$ cat src/design/tbea_pkg.sv
// ----------------------------------------------------------------------------
// tbea_pkg: shared types and constants
// Item layouts, command and result codes, and sizes for the token-bucket admitter.
// ----------------------------------------------------------------------------
package tbea_pkg;

	localparam int unsigned QUEUE_DEPTH  = 16;
	localparam int unsigned QW           = $clog2(QUEUE_DEPTH);
	localparam int unsigned FW           = $clog2(QUEUE_DEPTH + 1);
	localparam int unsigned MAX_RATE_HZ  = 10000;
	localparam int unsigned RATE_W       = $clog2(MAX_RATE_HZ + 1);
	localparam int unsigned USEC_PER_SEC = 1000000;
	localparam int unsigned COST_W       = 20;
	localparam int unsigned CREDIT_W     = 30;
	localparam int unsigned CREDIT_LIMIT = 900000000;

	typedef enum logic [2:0] {
		CMD_TICK    = 3'd0,
		CMD_SUBMIT  = 3'd1,
		CMD_PAUSE   = 3'd2,
		CMD_UNPAUSE = 3'd3,
		CMD_CLEAR   = 3'd4,
		CMD_CANCEL  = 3'd5,
		CMD_STOP    = 3'd6,
		CMD_NONE    = 3'd7
	} cmd_t;

	typedef enum logic [2:0] {
		KIND_ADMIT   = 3'd0,
		KIND_QUEUED  = 3'd1,
		KIND_STOPPED = 3'd2,
		KIND_FULL    = 3'd3,
		KIND_NONE    = 3'd4
	} kind_t;

	typedef struct packed {
		logic [2:0]  cmd;
		logic [7:0]  event_id;
		logic [31:0] elapsed_us;
	} in_t;

	typedef struct packed {
		logic [2:0]          kind;
		logic [7:0]          tag_out;
		logic [4:0]          queued_count;
		logic [CREDIT_W-1:0] credit_now;
		logic                last;
	} out_t;

	// decoded command from the front part
	typedef struct packed {
		cmd_t        op;
		logic [7:0]  id;
		logic [31:0] elapsed;
	} op_t;

	// rate unit status toward the back part
	typedef struct packed {
		logic                busy;
		logic                done;
		logic [COST_W-1:0]   cost;
		logic [CREDIT_W-1:0] cap;
	} rate_t;

	localparam int unsigned ADDR_EPS   = 0;
	localparam int unsigned ADDR_BURST = 1;

endpackage

$ cat src/design/tbea_front.sv
// ----------------------------------------------------------------------------
// tbea_front: command intake
// Accepts items, decodes the command and holds them in a two-entry queue.
// ----------------------------------------------------------------------------
module tbea_front (
	input  logic           clk,
	input  logic           arst_n,
	input  logic           push,
	output logic           full,
	input  tbea_pkg::in_t  in_item,
	output logic           op_valid,
	output tbea_pkg::op_t  op,
	input  logic           op_take
);

	tbea_pkg::op_t slot_q [2];
	logic          rd_q;
	logic          wr_q;
	logic [1:0]    cnt_q;
	tbea_pkg::op_t dec;
	logic          do_push;
	logic          do_pop;

	// decode command code
	always_comb begin
		dec.id      = in_item.event_id;
		dec.elapsed = in_item.elapsed_us;
		case (in_item.cmd)
			3'd0: dec.op = tbea_pkg::CMD_TICK;
			3'd1: dec.op = tbea_pkg::CMD_SUBMIT;
			3'd2: dec.op = tbea_pkg::CMD_PAUSE;
			3'd3: dec.op = tbea_pkg::CMD_UNPAUSE;
			3'd4: dec.op = tbea_pkg::CMD_CLEAR;
			3'd5: dec.op = tbea_pkg::CMD_CANCEL;
			3'd6: dec.op = tbea_pkg::CMD_STOP;
			default: dec.op = tbea_pkg::CMD_NONE;
		endcase
	end

	assign full     = (cnt_q == 2'd2);
	assign op_valid = (cnt_q != 2'd0);
	assign op       = slot_q[rd_q];
	assign do_push  = push && !full;
	assign do_pop   = op_take && op_valid;

	// queue storage
	always_ff @(posedge clk) begin
		if (do_push) begin
			slot_q[wr_q] <= dec;
		end
	end

	// queue pointers
	always_ff @(posedge clk or negedge arst_n) begin
		if (!arst_n) begin
			rd_q  <= 1'b0;
			wr_q  <= 1'b0;
			cnt_q <= 2'd0;
		end else begin
			if (do_push) wr_q <= !wr_q;
			if (do_pop) rd_q <= !rd_q;
			cnt_q <= cnt_q + {1'b0, do_push} - {1'b0, do_pop};
		end
	end

`ifndef ASSERT_OFF
	a_no_take_empty: assert property (@(posedge clk) disable iff (!arst_n)
		op_take |-> op_valid) else $error("take from empty command queue");
`endif

endmodule

$ cat src/design/tbea_rate.sv
// ----------------------------------------------------------------------------
// tbea_rate: rate registers and cost/cap computation
// Holds the two registers; after a write, divides one second by the clamped
// rate one bit a cycle, then multiplies by the burst size and caps the result.
// ----------------------------------------------------------------------------
module tbea_rate (
	input  logic            clk,
	input  logic            arst_n,
	input  logic            wr_en,
	input  logic            wr_idx,
	input  logic [15:0]     wr_data,
	output logic [15:0]     eps,
	output logic [15:0]     burst,
	output tbea_pkg::rate_t rate
);

	typedef enum logic [1:0] {R_IDLE, R_DIV, R_MUL, R_CAP} rstate_t;

	rstate_t                          st_q;
	logic [15:0]                      eps_q;
	logic [15:0]                      burst_q;
	logic [tbea_pkg::RATE_W-1:0]      div_q;
	logic [tbea_pkg::RATE_W-1:0]      rem_q;
	logic [tbea_pkg::COST_W-1:0]      quo_q;
	logic [4:0]                       bit_q;
	logic [tbea_pkg::COST_W+15:0]     prod_q;
	logic [tbea_pkg::COST_W-1:0]      cost_q;
	logic [tbea_pkg::CREDIT_W-1:0]    cap_q;
	logic                             done_q;
	logic [15:0]                      new_eps;
	logic [tbea_pkg::RATE_W-1:0]      clamp;
	logic [tbea_pkg::RATE_W:0]        trial;
	logic                             fits;

	assign new_eps = (wr_en && !wr_idx) ? wr_data : eps_q;

	// clamp rate to 1..MAX_RATE_HZ
	always_comb begin
		if (new_eps > 16'(tbea_pkg::MAX_RATE_HZ)) begin
			clamp = tbea_pkg::RATE_W'(tbea_pkg::MAX_RATE_HZ);
		end else if (new_eps == 16'd0) begin
			clamp = tbea_pkg::RATE_W'(1);
		end else begin
			clamp = new_eps[tbea_pkg::RATE_W-1:0];
		end
	end

	// one restoring division step
	assign trial = {rem_q, quo_q[tbea_pkg::COST_W-1]};
	assign fits  = (trial >= {1'b0, div_q});

	always_ff @(posedge clk or negedge arst_n) begin
		if (!arst_n) begin
			st_q    <= R_IDLE;
			eps_q   <= 16'd1;
			burst_q <= 16'd1;
			cost_q  <= tbea_pkg::COST_W'(tbea_pkg::USEC_PER_SEC);
			cap_q   <= tbea_pkg::CREDIT_W'(tbea_pkg::USEC_PER_SEC);
			done_q  <= 1'b0;
			div_q   <= '0;
			rem_q   <= '0;
			quo_q   <= '0;
			bit_q   <= '0;
			prod_q  <= '0;
		end else begin
			done_q <= 1'b0;
			if (wr_en) begin
				if (wr_idx) burst_q <= wr_data;
				else eps_q <= wr_data;
				div_q <= clamp;
				rem_q <= '0;
				quo_q <= tbea_pkg::COST_W'(tbea_pkg::USEC_PER_SEC);
				bit_q <= 5'(tbea_pkg::COST_W - 1);
				st_q  <= R_DIV;
			end else begin
				case (st_q)
					R_DIV: begin
						rem_q <= fits ? tbea_pkg::RATE_W'(trial - {1'b0, div_q})
						              : trial[tbea_pkg::RATE_W-1:0];
						quo_q <= {quo_q[tbea_pkg::COST_W-2:0], fits};
						bit_q <= bit_q - 5'd1;
						if (bit_q == 5'd0) st_q <= R_MUL;
					end
					R_MUL: begin
						cost_q <= quo_q;
						prod_q <= quo_q * burst_q;
						st_q   <= R_CAP;
					end
					R_CAP: begin
						if (prod_q > (tbea_pkg::COST_W+16)'(tbea_pkg::CREDIT_LIMIT)) begin
							cap_q <= tbea_pkg::CREDIT_W'(tbea_pkg::CREDIT_LIMIT);
						end else begin
							cap_q <= prod_q[tbea_pkg::CREDIT_W-1:0];
						end
						done_q <= 1'b1;
						st_q   <= R_IDLE;
					end
					default: st_q <= R_IDLE;
				endcase
			end
		end
	end

	assign eps        = eps_q;
	assign burst      = burst_q;
	assign rate.busy  = (st_q != R_IDLE) || wr_en || done_q;
	assign rate.done  = done_q;
	assign rate.cost  = cost_q;
	assign rate.cap   = cap_q;

`ifndef ASSERT_OFF
	a_done_after_cap: assert property (@(posedge clk) disable iff (!arst_n)
		(st_q == R_CAP && !wr_en) |=> done_q) else $error("cap step without done");
	a_cost_nonzero: assert property (@(posedge clk) disable iff (!arst_n)
		done_q |-> cost_q != '0) else $error("zero unit cost");
`endif

endmodule

$ cat src/design/tbea_back.sv
// ----------------------------------------------------------------------------
// tbea_back: command execution
// Keeps credit and the event queue, runs drain, stop and cancel walks one entry
// a cycle when not stalled, and writes results to a two-entry result queue.
// ----------------------------------------------------------------------------
module tbea_back (
	input  logic            clk,
	input  logic            arst_n,
	input  logic            op_valid,
	input  tbea_pkg::op_t   op,
	output logic            op_take,
	input  tbea_pkg::rate_t rate,
	output logic            empty,
	input  logic            pop,
	output tbea_pkg::out_t  res_item
);

	typedef enum logic [2:0] {S_IDLE, S_DRAIN, S_STOP, S_CANCEL, S_FIN} state_t;

	state_t                        st_q;
	logic [tbea_pkg::CREDIT_W-1:0] credit_q;
	logic                          paused_q;
	logic                          stopped_q;
	logic [tbea_pkg::QW-1:0]       head_q;
	logic [tbea_pkg::FW-1:0]       fill_q;
	logic [tbea_pkg::QW-1:0]       ptr_q;
	logic [tbea_pkg::FW-1:0]       k_q;
	logic [7:0]                    id_q;
	logic [7:0]                    tag_mem [tbea_pkg::QUEUE_DEPTH];
	logic                          live_mem [tbea_pkg::QUEUE_DEPTH];
	tbea_pkg::out_t                pend_q;
	logic                          pend_v_q;
	tbea_pkg::out_t                rq_q [2];
	logic                          rq_rd_q;
	logic                          rq_wr_q;
	logic [1:0]                    rq_cnt_q;

	logic                          rq_full;
	logic                          rq_push;
	tbea_pkg::out_t                rq_data;
	logic                          go;
	logic [tbea_pkg::CREDIT_W:0]   cost_w;
	logic                          afford;
	logic [tbea_pkg::QW-1:0]       tail;
	logic [tbea_pkg::CREDIT_W+2:0] sum;
	logic                          mem_wr;
	logic [tbea_pkg::QW-1:0]       mem_addr;
	logic                          mem_live;
	logic [7:0]                    head_tag;
	logic                          head_live;
	logic                          ptr_live;
	logic [7:0]                    ptr_tag;

	assign rq_full   = (rq_cnt_q == 2'd2);
	assign go        = !rq_full && !rate.busy;
	assign cost_w    = {{(tbea_pkg::CREDIT_W+1-tbea_pkg::COST_W){1'b0}}, rate.cost};
	assign afford    = ({1'b0, credit_q} >= cost_w);
	assign tail      = head_q + fill_q[tbea_pkg::QW-1:0];
	assign sum       = {3'b0, credit_q} + {1'b0, op.elapsed};
	assign head_tag  = tag_mem[head_q];
	assign head_live = live_mem[head_q];
	assign ptr_tag   = tag_mem[ptr_q];
	assign ptr_live  = live_mem[ptr_q];
	assign op_take   = (st_q == S_IDLE) && op_valid && go;

	// result queue write: flush pending result on emit or at finish
	always_comb begin
		rq_push = 1'b0;
		rq_data = pend_q;
		if (go) begin
			if (st_q == S_FIN) begin
				rq_push = 1'b1;
				if (pend_v_q) begin
					rq_data.last = 1'b1;
				end else begin
					rq_data.kind         = tbea_pkg::KIND_NONE;
					rq_data.tag_out      = 8'd0;
					rq_data.queued_count = fill_q;
					rq_data.credit_now   = credit_q;
					rq_data.last         = 1'b1;
				end
			end else if ((st_q == S_DRAIN && !paused_q && !stopped_q && fill_q != '0
			             && afford && head_live)
			             || (st_q == S_STOP && fill_q != '0 && head_live)) begin
				rq_push = pend_v_q;
			end
		end
	end

	// queue memory write port
	always_comb begin
		mem_wr   = 1'b0;
		mem_addr = head_q;
		mem_live = 1'b0;
		if (go) begin
			case (st_q)
				S_IDLE: begin
					if (op_valid && op.op == tbea_pkg::CMD_SUBMIT && !stopped_q
					    && fill_q < tbea_pkg::FW'(tbea_pkg::QUEUE_DEPTH)
					    && !(!paused_q && afford)) begin
						mem_wr   = 1'b1;
						mem_addr = tail;
						mem_live = 1'b1;
					end
				end
				S_DRAIN: begin
					mem_wr = !paused_q && !stopped_q && fill_q != '0 && afford;
				end
				S_STOP: begin
					mem_wr = (fill_q != '0);
				end
				S_CANCEL: begin
					mem_addr = ptr_q;
					mem_wr   = (k_q != fill_q) && ptr_live && ptr_tag == id_q;
				end
				default: mem_wr = 1'b0;
			endcase
		end
	end

	// event queue memory
	always_ff @(posedge clk) begin
		if (mem_wr) begin
			live_mem[mem_addr] <= mem_live;
			if (mem_live) tag_mem[mem_addr] <= op.id;
		end
	end

	// result queue storage
	always_ff @(posedge clk) begin
		if (rq_push) rq_q[rq_wr_q] <= rq_data;
	end

	// control sequencer
	always_ff @(posedge clk or negedge arst_n) begin
		if (!arst_n) begin
			st_q      <= S_IDLE;
			credit_q  <= tbea_pkg::CREDIT_W'(tbea_pkg::USEC_PER_SEC);
			paused_q  <= 1'b0;
			stopped_q <= 1'b0;
			head_q    <= '0;
			fill_q    <= '0;
			ptr_q     <= '0;
			k_q       <= '0;
			id_q      <= '0;
			pend_v_q  <= 1'b0;
			pend_q    <= '0;
			rq_rd_q   <= 1'b0;
			rq_wr_q   <= 1'b0;
			rq_cnt_q  <= 2'd0;
		end else begin
			if (rq_push) rq_wr_q <= !rq_wr_q;
			if (pop && !empty) rq_rd_q <= !rq_rd_q;
			rq_cnt_q <= rq_cnt_q + {1'b0, rq_push} - {1'b0, pop && !empty};
			if (rate.done) credit_q <= rate.cap;
			if (go) begin
				case (st_q)
					S_IDLE: begin
						if (op_valid) begin
							st_q <= S_FIN;
							case (op.op)
								tbea_pkg::CMD_TICK: begin
									if (!stopped_q) begin
										if (sum > {3'b0, rate.cap}) credit_q <= rate.cap;
										else credit_q <= sum[tbea_pkg::CREDIT_W-1:0];
										st_q <= S_DRAIN;
									end
								end
								tbea_pkg::CMD_SUBMIT: begin
									pend_v_q            <= 1'b1;
									pend_q.tag_out      <= op.id;
									pend_q.last         <= 1'b0;
									pend_q.credit_now   <= credit_q;
									pend_q.queued_count <= fill_q;
									if (stopped_q) begin
										pend_q.kind <= tbea_pkg::KIND_STOPPED;
									end else if (fill_q >= tbea_pkg::FW'(tbea_pkg::QUEUE_DEPTH)) begin
										pend_q.kind <= tbea_pkg::KIND_FULL;
									end else if (!paused_q && afford) begin
										pend_q.kind       <= tbea_pkg::KIND_ADMIT;
										credit_q          <= credit_q - rate.cost;
										pend_q.credit_now <= credit_q - rate.cost;
									end else begin
										pend_q.kind         <= tbea_pkg::KIND_QUEUED;
										fill_q              <= fill_q + 1'b1;
										pend_q.queued_count <= fill_q + 1'b1;
									end
								end
								tbea_pkg::CMD_PAUSE: begin
									if (!stopped_q) paused_q <= 1'b1;
								end
								tbea_pkg::CMD_UNPAUSE: begin
									if (paused_q && !stopped_q) begin
										paused_q <= 1'b0;
										st_q     <= S_DRAIN;
									end
								end
								tbea_pkg::CMD_CLEAR: credit_q <= '0;
								tbea_pkg::CMD_CANCEL: begin
									id_q  <= op.id;
									ptr_q <= head_q;
									k_q   <= '0;
									st_q  <= S_CANCEL;
								end
								tbea_pkg::CMD_STOP: begin
									stopped_q <= 1'b1;
									st_q      <= S_STOP;
								end
								default: st_q <= S_FIN;
							endcase
						end
					end
					// pop head while credit lasts; cancelled entries cost nothing
					S_DRAIN: begin
						if (paused_q || stopped_q || fill_q == '0 || !afford) begin
							st_q <= S_FIN;
						end else begin
							head_q <= head_q + 1'b1;
							fill_q <= fill_q - 1'b1;
							if (head_live) begin
								credit_q            <= credit_q - rate.cost;
								pend_v_q            <= 1'b1;
								pend_q.kind         <= tbea_pkg::KIND_ADMIT;
								pend_q.tag_out      <= head_tag;
								pend_q.queued_count <= fill_q - 1'b1;
								pend_q.credit_now   <= credit_q - rate.cost;
								pend_q.last         <= 1'b0;
							end
						end
					end
					// flush all live entries as admitted
					S_STOP: begin
						if (fill_q == '0) begin
							st_q <= S_FIN;
						end else begin
							head_q <= head_q + 1'b1;
							fill_q <= fill_q - 1'b1;
							if (head_live) begin
								pend_v_q            <= 1'b1;
								pend_q.kind         <= tbea_pkg::KIND_ADMIT;
								pend_q.tag_out      <= head_tag;
								pend_q.queued_count <= fill_q - 1'b1;
								pend_q.credit_now   <= credit_q;
								pend_q.last         <= 1'b0;
							end
						end
					end
					// find oldest live entry with the tag and mark it dead
					S_CANCEL: begin
						if (k_q == fill_q || (ptr_live && ptr_tag == id_q)) begin
							st_q <= S_FIN;
						end else begin
							k_q   <= k_q + 1'b1;
							ptr_q <= ptr_q + 1'b1;
						end
					end
					S_FIN: begin
						pend_v_q <= 1'b0;
						st_q     <= S_IDLE;
					end
					default: st_q <= S_IDLE;
				endcase
			end
		end
	end

	assign empty    = (rq_cnt_q == 2'd0);
	assign res_item = rq_q[rq_rd_q];

`ifndef ASSERT_OFF
	a_fill_bound: assert property (@(posedge clk) disable iff (!arst_n)
		fill_q <= tbea_pkg::FW'(tbea_pkg::QUEUE_DEPTH)) else $error("queue overfill");
	a_idle_no_pend: assert property (@(posedge clk) disable iff (!arst_n)
		st_q == S_IDLE |-> !pend_v_q) else $error("pending result left over");
	a_cancel_bound: assert property (@(posedge clk) disable iff (!arst_n)
		st_q == S_CANCEL |-> k_q <= fill_q) else $error("cancel walk past fill");
	a_stop_sticky: assert property (@(posedge clk) disable iff (!arst_n)
		stopped_q |=> stopped_q) else $error("stop flag cleared");
	a_credit_cap: assert property (@(posedge clk) disable iff (!arst_n)
		(st_q == S_IDLE && !rate.busy) |-> credit_q <= rate.cap)
		else $error("credit above cap");
`endif

endmodule

$ cat src/design/token_bucket_event_admitter_core.sv
// ----------------------------------------------------------------------------
// token_bucket_event_admitter_core: token-bucket admitter for tagged events
// Front part queues commands, back part runs them against credit and the
// event queue, rate unit derives unit cost and cap from the registers.
//
//  channel   direction  handshake             payload
//  command   in         push / full           in_item  (cmd, event_id, elapsed_us)
//  result    out        pop / empty           res_item (kind, tag, count, credit, last)
//  config    in         psel/penable/pready   paddr, pwdata, prdata
//
// An accepted item is registered in the front queue before the back takes it.
// Submit, pause, clear and no-op go from idle straight to the finish step; tick,
// unpause, stop and cancel may first walk the queue, up to 16 entries, with the
// back sequencer stepping one entry a cycle while the back part is not stalled.
// A register write starts a divide and multiply; commands wait for it.
// Reset restores rate 1, burst 1 and credit 1000000 us with an empty queue.
// A full result queue stalls the back part; the front takes items until its
// two slots are full.
// ----------------------------------------------------------------------------
module token_bucket_event_admitter_core (
	input  logic           clk,
	input  logic           arst_n,
	input  logic           push,
	output logic           full,
	input  tbea_pkg::in_t  in_item,
	output logic           empty,
	input  logic           pop,
	output tbea_pkg::out_t res_item,
	input  logic           psel,
	input  logic           penable,
	input  logic           pwrite,
	input  logic [2:0]     paddr,
	input  logic [31:0]    pwdata,
	output logic [31:0]    prdata,
	output logic           pready
);

	logic            op_valid;
	logic            op_take;
	tbea_pkg::op_t   op;
	tbea_pkg::rate_t rate;
	logic [15:0]     eps;
	logic [15:0]     burst;
	logic            wr_en;

	assign pready = 1'b1;
	assign wr_en  = psel && penable && pwrite;

	// register readback
	always_comb begin
		if (paddr[2] == 1'(tbea_pkg::ADDR_BURST)) prdata = {16'd0, burst};
		else prdata = {16'd0, eps};
	end

	tbea_front u_front (
		.clk      (clk),
		.arst_n   (arst_n),
		.push     (push),
		.full     (full),
		.in_item  (in_item),
		.op_valid (op_valid),
		.op       (op),
		.op_take  (op_take)
	);

	tbea_rate u_rate (
		.clk     (clk),
		.arst_n  (arst_n),
		.wr_en   (wr_en),
		.wr_idx  (paddr[2]),
		.wr_data (pwdata[15:0]),
		.eps     (eps),
		.burst   (burst),
		.rate    (rate)
	);

	tbea_back u_back (
		.clk      (clk),
		.arst_n   (arst_n),
		.op_valid (op_valid),
		.op       (op),
		.op_take  (op_take),
		.rate     (rate),
		.empty    (empty),
		.pop      (pop),
		.res_item (res_item)
	);

endmodule
$ cat config.mk
export PLATFORM = sky130hd
export DESIGN_NAME = token_bucket_event_admitter_core
export DESIGN_NICKNAME = d
export VERILOG_FILES = /design/src/design/tbea_pkg.sv /design/src/design/tbea_front.sv /design/src/design/tbea_rate.sv /design/src/design/tbea_back.sv /design/src/design/token_bucket_event_admitter_core.sv
export SDC_FILE = /design/constraint.sdc
export NUM_CORES = 2
export LEC_CHECK = 0
export BUFFER_PORTS_ARGS = -buffer_cell sky130_fd_sc_hd__buf_2
export CAP_MARGIN = 15
export CORE_ASPECT_RATIO = 1.1
export CORE_MARGIN = 1.5
export CORE_UTILIZATION = 60
export CTS_CLUSTER_DIAMETER = 30
export DETAILED_ROUTE_END_ITERATION = 10
export PLACE_DENSITY = 0.78
export REMOVE_ABC_BUFFERS = 1
export SKIP_CTS_REPAIR_TIMING = 1
export SLEW_MARGIN = 30
export SYNTH_ARGS = -nofsm -noshare
export SYNTH_HDL_FRONTEND = slang
export SYNTH_SLANG_ARGS = --single-unit
$ cat constraint.sdc
create_clock -name clk -period 9.3 [get_ports clk]
set_input_delay 1.86 -clock clk [delete_from_list [all_inputs] [get_ports clk]]
set_output_delay 1.86 -clock clk [all_outputs]
set_load 0.05 [all_outputs]
==> run metrics <==
status complete, no violations; WL/cell roughly 22 um; Worst Hold Launch u_back.pend_q[1]; post-synthesis register bit count 613; Max Cap Viol 0; Fmax achieved approximately 140 MHz; Synth Cell Area around 43000 um2; final hold slack about 470 ps; ratio of cells with drive above 1 in the final layout 0.178; fin area 48300 um2; Setup Crit Path Kind reg2reg; prevailing post-synth register cell edfxtp_1; Crit path top cell by count a21o_1; Total Nets Final about 4.6k; P&R area growth vs syn 12.9%; worst hold stages 2; Final Slew Violations 0; worst setup path start u_front.rd_q; setup slack after layout just under 2000 ps; top cell type by total area after synthesis edfxtp_1; via/cell ratio 6.24; Slew headroom 0.330; most frequent cells in the layout 485 x nand2_1, 376 x inv_1, 324 x edfxtp_1; hold endpoint u_back.pend_q[1]; DP HPWL 76300 um; TNS Setup 0 ps; DR vias approximately 32k; Post-DP Area between 40000 and 50000 um2; RSZ-0062 raised after global routing false; # IOs between 150 and 200; Setup Skew approximately 100 ps; ANT cells 0; Fin. Hold Viols 0; commonest non-fill, non-tap cell in the layout nand2_1; Overflow after GRT 0; Die Height approximately 280 um; first-pass GRT wire length about 180000 um; Worst Tran Pin Value 1010 ps; worst-path cell with the longest stage delay dfrtp_2; Synth cell types 86; final setup fails 0; clock latency on the worst-skew pair roughly 740 ps; post-synth top area share 0.228; Routed Wire Length roughly 110000 um; FF-to-FF setup slack around 2000 ps; H-tree levels 3; first-pass iteration count of the detailed router 6; Crit Path Max Fanout 34; GPL Wtd Cong ~0.96; CTS tree built; RR Endpoint u_back.credit_q[0]; CP cell instances mux2_2, ha_1, fa_1, a21o_1, a221oi_1, a21oi_1, a211oi_2, o31ai_1, or4b_2, nand3_1, ha_1, a21o_1, a21o_1, a21o_1, a21oi_1, nor2_1, or3_1, nor3_4, buf_4, mux2i_1, o221ai_1, a221o_1; clock sinks 613; I/O Buffers around 130; clock-pin slew on the worst setup and hold paths 50 ps; CTS Buf Count 114; CP startpoint kind register; Crit path largest cell delay 780 ps; post-place setup slack approximately 2100 ps; Core Area about 70000 um2; largest net degree at the start of global routing 91; critical path endpoint category register; R2R depth 22; crit share post-route 0.789; Die Width between 200 and 300 um; Global Route Usage Sum 0.309; R2R Path Start u_front.rd_q; DRC 0; row count 102; Max clock buf depth 3; synthesized instance count between 3k and 4k; initial antenna violation count 0; synthesis warning total 0; FFs w/ async S/R, synth 0.471; vias in the first global route 32.5k; EDFF count, synth between 300 and 400; syn_area_per_cell 10.8 um2; synth top area cells edfxtp_1 23%, dfrtp_1 16%, fa_1 12%; HP Class reg2reg; Detail Route Antenna Nets 0; DRT iter0 DRCs 3270; fin crit period around 7300 ps; Arr. time, crit path 7920 ps; starting density of the core 0.607; Seq/Total Area, Yosys 0.398; Crit path required time 9880 ps; clock root cell clkbuf_16; DIE AREA approximately 73000 um2
-- worst max-delay path: cells and delay by family (launching register included) --
family,cells,cell delay [ps]
compound gates,11,2890
simple gates,5,1470
fa+ha+maj,3,900
flops,1,780
mux,2,690
buf+inv,1,490
-- cells in the mapped netlist (60+ instances only) --
cell type,count
xnor2_1,81
edfxtp_1,324
mux2_2,195
xor2_1,63
nor2_1,204
ha_1,220
a21oi_1,180
fa_1,254
and2_1,112
mux4_2,85
nand3_1,60
o21ai_0,172
clkbuf_1,186
mux2i_1,105
inv_1,376
dfrtp_1,266
nand2_1,487
-- sequential cells by signal (all words and copies together) (netlist names), 8 cells and up --
name	cells
u_back.credit_q	30
u_back.id_q	8
u_back.live_mem	16
u_back.pend_q	45
u_back.rq_q	94
u_back.tag_mem	128
u_front.slot_q	86
u_rate.burst	16
u_rate.cap_q	30
u_rate.cost_q	20
u_rate.div_q	14
u_rate.eps	16
u_rate.prod_q	36
u_rate.quo_q	20
u_rate.rem_q	14
-- metrics by stage --
stage,util,cells
4_1_cts,0.685,5057
6_report,0.685,5057
5_1_grt,0.685,5057
2_1_floorplan,-,3724
3_5_place_dp,0.627,4841
3_3_place_gp,0.626,4841
-- metal layers --
metal  track usage  routed length (um)  up-vias
met2         0.503               53200     1753
li1              -                   -    13900
met3        0.0555               10500      320
met5             0                   0        -
met1         0.413               43800    15600
met4         0.120                4260        0
-- cells by family after synthesis --
kind of cell	synth area share
AOI/OAI and AO/OA	0.0994
xor gates and xnor gates	0.0295
DFF	0.398
adders and majority gates	0.183
buffers and inverters	0.0556
other	0.000176
and+or+nand+nor	0.113
muxes	0.122
-- worst max-delay path by stage --
stage                                     to  cells past startpoint
final                     u_back.credit_q[0]                     22
after global routing      u_back.credit_q[0]                     22
after detailed placement  u_back.credit_q[0]                     22
after global placement    u_back.credit_q[0]                     22
after floorplan           u_back.credit_q[0]                     21
after CTS                 u_back.credit_q[0]                     22
-- final cells by class --
class | instances | area [um2]
multi-input cells | 2735 | 23500
fillers | 5002 | 22200
flip-flops and latches | 613 | 17000
clock buffers | 127 | 2950
inverters | 376 | 1410
well taps | 936 | 1170
clock inverters | 89 | 1160
repair buffers | 181 | 1050
Power is left out: the tool's default activity adds up to more than one toggle a clock period on the data nets, which glitch-free logic cannot reach.
